<file path="config.mk">
export PLATFORM = sky130hd
export DESIGN_NAME = dsa_div
export DESIGN_NICKNAME = d
export VERILOG_FILES = /design/src/hdl/dsa_pkg.sv /design/src/hdl/dsa_div.sv
export SDC_FILE = /design/constraint.sdc
export NUM_CORES = 1
export LEC_CHECK = 0
export ABC_CLOCK_PERIOD_IN_PS = 6300
export BUFFER_PORTS_ARGS = -buffer_cell sky130_fd_sc_hd__buf_2
export CAP_MARGIN = 20
export CORE_ASPECT_RATIO = 2
export CORE_MARGIN = 3
export CORE_UTILIZATION = 57
export CTS_CLUSTER_DIAMETER = 150
export DETAILED_ROUTE_END_ITERATION = 12
export GPL_ROUTABILITY_DRIVEN = 0
export GPL_TIMING_DRIVEN = 0
export PLACE_DENSITY = 0.94
export SETUP_SLACK_MARGIN = 0.2
export SYNTH_ARGS = -nofsm -noshare
export SYNTH_HDL_FRONTEND = slang
export SYNTH_SLANG_ARGS = --single-unit
</file>
<file path="constraint.sdc">
create_clock -name clk_i -period 6.3 [get_ports clk_i]
set_input_delay 0.315 -clock clk_i [delete_from_list [all_inputs] [get_ports clk_i]]
set_output_delay 0.315 -clock clk_i [all_outputs]
set_load 0.01 [all_outputs]
</file>
<file path="src/hdl/dsa_pkg.sv">
// Shared types and constants for the descriptor slot allocator.
// Holds the command and result structs, opcode and status codes, and sizes.
// No dependencies.
`timescale 1ns / 1ps

package dsa_pkg;

  localparam int unsigned MAX_SLOTS = 4096;
  localparam int unsigned SLOT_W    = $clog2(MAX_SLOTS);
  localparam int unsigned CNT_W     = SLOT_W + 1;
  localparam int unsigned HANDLE_W  = 64;
  localparam int unsigned STRIDE_W  = 16;
  localparam int unsigned CAP_W     = 13;
  localparam int unsigned CFG_IDX_W = 2;
  localparam int unsigned DIV_STEPS = HANDLE_W;

  typedef enum logic [1:0] {
    OP_ALLOC   = 2'd0,
    OP_REL_IDX = 2'd1,
    OP_REL_HND = 2'd2,
    OP_REINIT  = 2'd3
  } dsa_op_e;

  localparam logic [1:0] ST_OK         = 2'd0;
  localparam logic [1:0] ST_ALLOC_FAIL = 2'd1;
  localparam logic [1:0] ST_REJECT     = 2'd2;

  localparam logic [CFG_IDX_W-1:0] CFG_CAPACITY = 2'd0;
  localparam logic [CFG_IDX_W-1:0] CFG_CPU_BASE = 2'd1;
  localparam logic [CFG_IDX_W-1:0] CFG_GPU_BASE = 2'd2;
  localparam logic [CFG_IDX_W-1:0] CFG_STRIDE   = 2'd3;

  localparam logic [STRIDE_W-1:0] STRIDE_RESET = 16'd32;

  typedef struct packed {
    dsa_op_e             opcode;
    logic [11:0]         slot_index;
    logic [HANDLE_W-1:0] cpu_handle_in;
    logic [HANDLE_W-1:0] gpu_handle_in;
  } dsa_cmd_t;

  typedef struct packed {
    logic [1:0]          status;
    logic [11:0]         slot_out;
    logic [HANDLE_W-1:0] cpu_handle_out;
    logic [HANDLE_W-1:0] gpu_handle_out;
    logic [12:0]         free_count;
  } dsa_result_t;

endpackage

</file>
<file path="src/hdl/dsa_div.sv">
// Restoring divider, one quotient bit per cycle, 64-bit dividend by 16-bit divisor.
// Used by the allocator to turn a handle offset into a slot index.
// Depends on dsa_pkg.
`timescale 1ns / 1ps

module dsa_div (
  input  logic                           clk_i,
  input  logic                           rst_ni,
  input  logic                           start_i,
  input  logic [dsa_pkg::HANDLE_W-1:0]   dividend_i,
  input  logic [dsa_pkg::STRIDE_W-1:0]   divisor_i,
  output logic                           done_o,
  output logic [dsa_pkg::HANDLE_W-1:0]   quotient_o,
  output logic [dsa_pkg::STRIDE_W-1:0]   remainder_o
);
  import dsa_pkg::*;

  localparam int unsigned STEP_W = $clog2(DIV_STEPS);

  logic                run_q;
  logic                done_q;
  logic [STEP_W-1:0]   cnt_q;
  logic [HANDLE_W-1:0] dvd_q;
  logic [STRIDE_W-1:0] rem_q;
  logic [STRIDE_W-1:0] div_q;

  logic [STRIDE_W:0]   trial;
  logic [STRIDE_W:0]   diff;
  logic                fits;

  // The partial remainder stays below the divisor, so it fits in 16 bits.
  assign trial = {rem_q, dvd_q[HANDLE_W-1]};
  assign diff  = trial - {1'b0, div_q};
  assign fits  = (trial >= {1'b0, div_q});

  always_ff @(posedge clk_i or negedge rst_ni) begin
    if (!rst_ni) begin
      run_q  <= 1'b0;
      done_q <= 1'b0;
      cnt_q  <= '0;
      dvd_q  <= '0;
      rem_q  <= '0;
      div_q  <= '0;
    end else begin
      done_q <= run_q && !start_i && (cnt_q == STEP_W'(DIV_STEPS - 1));
      if (start_i) begin
        run_q <= 1'b1;
        cnt_q <= '0;
        dvd_q <= dividend_i;
        rem_q <= '0;
        div_q <= divisor_i;
      end else if (run_q) begin
        dvd_q <= {dvd_q[HANDLE_W-2:0], fits};
        rem_q <= fits ? diff[STRIDE_W-1:0] : trial[STRIDE_W-1:0];
        cnt_q <= cnt_q + STEP_W'(1);
        if (cnt_q == STEP_W'(DIV_STEPS - 1)) begin
          run_q <= 1'b0;
        end
      end
    end
  end

  assign done_o      = done_q;
  assign quotient_o  = dvd_q;
  assign remainder_o = rem_q;

endmodule

</file>
# Word-level counts from Yosys, hierarchy flattened
# Index checks and enable logic that the tools add are counted.
# word_totals
ff_bits	104
inputBits	83
# classes
n_addsub	2
magnitude_cmp	1
n_eq_ne	1
n_mux	10
n_reduce_logical	4
# ops
op	n
2-to-1 mux 64 bit	2
2-to-1 mux 16 bit	3
greater-or-equal comparator 17 x 16 -> 1 bit	1
subtractor 16 bit	1
2-to-1 mux 6 bit	2
adder 6 x 1 -> 6 bit, second input constant	1
equality test 6 bit, second input constant	1
2-to-1 mux 1 bit	3
logical AND 1 bit	2
nonzero test 2 bit	1
zero test 1 bit	1

# Logic depth before layout (Yosys ltp)
# logic_depth
depth_word	4
mapped_depth	10
depth_no_buf	9

# Worst setup path after synthesis
# Ideal clock, no wire load.
# synth_timing
path_type	register -> register
startpoint	register dvd_q[63], in the netlist quotient_o[63]
endpoint	register rem_q[12], in the netlist remainder_o[12]
arrival_ns	2.246
t_required_ns	6.223
path_slack_ns	3.978
stages_incl_launch_ff	10
path_buffers	0
cell_sequence	dfrtp_1 > inv_1 > ha_1 > fa_1 > nor2b_1 > o2111ai_1 > a31o_2 > a2111oi_0 > a311oi_1 > o21ai_1
# synth_via
elab_chain_cells	4
elab_cells_between_ends	5
classes_between	add/sub: 1; order compare: 1; mux: 3
# synth_lines
item	line	source
from (decl)	dsa_div.sv:23	logic [HANDLE_W-1:0] dvd_q;
from (signal assigned)	dsa_div.sv:49	dvd_q <= dividend_i;
from (signal assigned)	dsa_div.sv:53	dvd_q <= {dvd_q[HANDLE_W-2:0], fits};
subtractor 16 bit / greater-or-equal comparator 17 x 16 -> 1 bit (equally long branches)	dsa_div.sv:33, dsa_div.sv:34	
2-to-1 mux 16 bit *	dsa_div.sv:54	rem_q <= fits ? diff[STRIDE_W-1:0] : trial[STRIDE_W-1:0];
2-to-1 mux 16 bit *	dsa_div.sv:52	end else if (run_q) begin
2-to-1 mux 16 bit *	dsa_div.sv:46	if (start_i) begin
to (signal assigned)	dsa_div.sv:54	
to (decl)	dsa_div.sv:24	logic [STRIDE_W-1:0] rem_q;
# Every way passes the cells marked *; elsewhere a longest branch is shown, timed or not. The select of a mux whose other input is x is not followed.
# A chain may end at the register's enable or synchronous reset.

# Worst setup path in the final report
# Ends and elaborated chain as after synthesis.

==> run summary <==
Global Route Usage Sum: 34.4%
Core Box Area: 9510 um^2
clock root buffer: clkbuf_16
WP data arrival: 2980 ps
Worst-Margin Slew: 775 ps
syn nets: 696
die height: 147 um
Layout area overhead: 22.6%
Post-Place Cell Area: 6670 um^2
Worst Setup Start Kind: flip-flop
Final Hold Vio Count: 0
first-pass GRT wire length: 30,700 um
CTS Sinks: 104
antenna-violating nets left: 0
Rows: 50
Worst Skew: 9.27 ps
fin. max-slew vios: 0
CTS tree: done
Crit. End Element: flip-flop
commonest non-fill, non-tap cells in the layout: 168 x buf_2, 104 x dfrtp_1, 92 x o21ai_0
grt total ovfl: 0
ratio of cells with drive above 1 in the final layout: 25.9%
max_slew headroom: 48.3%
Num CTS Buffers: 9
most common cell after layout, fill and taps aside: buf_2
I/O pin count: 164
PortBufs: 162
highest layer used for signal routing: met4
fmax: 368 MHz
Avg WL per Cell: 21.4 um
leak pwr: 3.86 nW
die span in x: 76.5 um
clock period minus final worst setup slack: 2710 ps
post-route cell area: 6950 um^2
detailed placer's ending HPWL: 13,400 um
clock latency on the worst-skew pair: 350 ps
top_reg_cell synth: dfrtp_1
synthesized area per cell: 9.53 um^2
die footprint: 11,300 um^2
CTS resizes: 0
Post-Syn Area: 5670 um^2
Worst-path clk slew: 70 ps
RSZ-0062 raised after global routing: no
max cap viols: 0
drt initial violations: 667
nets: 871
DR DRC count: 0
Final setup viols: 0
synth warn: 0
metal2 WL: 10,100 um
initial antenna violation count: 0
post-synthesis cell type count: 55
H-tree Lvls: 3
vias post-DR: 5,791
Seq/Total Area, Yosys: 45.9%
diode count: 0
routed vias/inst: 6.40
maximum VDD drop: 0.178 mV
wire length on met1: 6120 um
critical-path cell list: inv_1 -> ha_1 -> fa_1 -> nor2b_1 -> o2111ai_1 -> a31o_2 -> a2111oi_0 -> a311oi_1 -> o21ai_1
CP Max Fanout: 4
Post-synth EDFFs: 0
FF+latch count, synth: 104
slowest CP cell: dfrtp_1
Syn Inst Count: 595
CP peak stage delay: 430 ps
Initial Utilization: 59.6%
routed wire length: 19,300 um
TritonRoute pass-1 iters: 5
largest net degree at the start of global routing: 77
Hold Path Class: input port to flip-flop
CP required: 6570 ps
WL met3: 1580 um
PwrDens: 323 nW/um^2
fin crit share: 43.1%
vias in the first global route: 6,091
Final TNS setup: 0 ps
FFs w/ async S/R, synth: 100%
crit path kind: flip-flop to flip-flop
clock tree buffer depth: 2
status: finished, final reports clean
## metrics by stage
stage | power, mW | instances | hold slack (ps) | setup WS, ps | util (%)
detailed placement | 1.68 | 888 | 266 | 3660 | 70.2
finish | 2.24 | 905 | 176 | 3590 | 73.1
global route | 2.34 | 905 | 185 | 3430 | 73.1
CTS | 2.22 | 905 | 170 | 3670 | 73.1
global placement | 1.64 | 887 | 500 | 3690 | 69.9
floorplan | 1.40 | 595 | 19.4 | 3980 | -
## what timing repair did
action,CTS,global route
hold buffers,1,0
setup buffers,0,0
endpoints found under the hold margin,28,0
## Yosys cell counts, types with 6 or more instances
cell type | number | area share (%)
a21o_1 | 8 | 1.1
and3_1 | 7 | 0.77
a21oi_1 | 14 | 1.2
dfrtp_1 | 104 | 46
ha_1 | 17 | 3.8
nand3_1 | 16 | 1.4
nor2_1 | 24 | 1.6
o21ai_0 | 92 | 8.1
buf_2 | 7 | 0.62
mux2i_1 | 67 | 12
clkbuf_1 | 26 | 1.7
inv_1 | 23 | 1.5
xnor2_1 | 7 | 1.1
xor2_1 | 6 | 0.93
nand2_1 | 89 | 5.9
a311oi_1 | 10 | 1.5
## worst max-delay path: cells and delay by family, from the launching register on
family / cells / cell delay, ps
DFF: 1 / 430
adders and majority gates: 2 / 660
and+or+nand+nor: 1 / 180
buffers and inverters: 1 / 60
AOI/OAI and AO/OA: 5 / 1310
## final timing paths
| kind | from | endpoint | slack [ps] | cells after the start |
|---|---|---|---|---|
| max | quotient_o[63] | remainder_o[12] | 3590 | 9 |
| min | divisor_i[12] | div_q[12] | 180 | 3 |
| max reg2reg | quotient_o[63] | remainder_o[12] | 3590 | 9 |
| min reg2reg | div_q[12] | div_q[12] | 540 | 2 |
| max in group asynchronous | rst_ni | quotient_o[7] | 5150 | 3 |
| min in group asynchronous | rst_ni | cnt_q[2] | 440 | 2 |
## registers in the layout, summed over array words and instances (netlist names)
name and cells:
quotient_o 64, cnt_q 6, done_o 1, remainder_o 16
run_q 1, div_q 16
## cells by family after synthesis
logic type	synth area share, %
compound gates	18.4
simple gates	12.7
flops	45.9
mux	12.2
buf+inv	4.61
fa+ha+maj	4.10
xor+xnor	2.01
## area by class of cell
class                   count  area, um^2
repair buffers            164         851
clock inverters             5        32.5
inverters                  23        86.3
clock buffers              11         233
fillers                   594        2560
multi-input cells         427        2810
flip-flops and latches    104        2600
well taps                 130         163
plain buffers              41         175
## report_power, final
group	internal, mW	total [mW]	leakage [nW]	switching, mW
clock	0.269	0.524	0.134	0.255
sequential	0.752	0.849	1.29	0.0966
combinational	0.356	0.871	2.43	0.516
## per-layer routing
layer | vias up | track usage (%)
met5 | - | 0
met4 | 0 | 26.2
met3 | 151 | 6.93
met2 | 434 | 61.0
met1 | 2748 | 34.8
li1 | 2458 | -
Note: power is estimated with default switching activity, not from simulation.
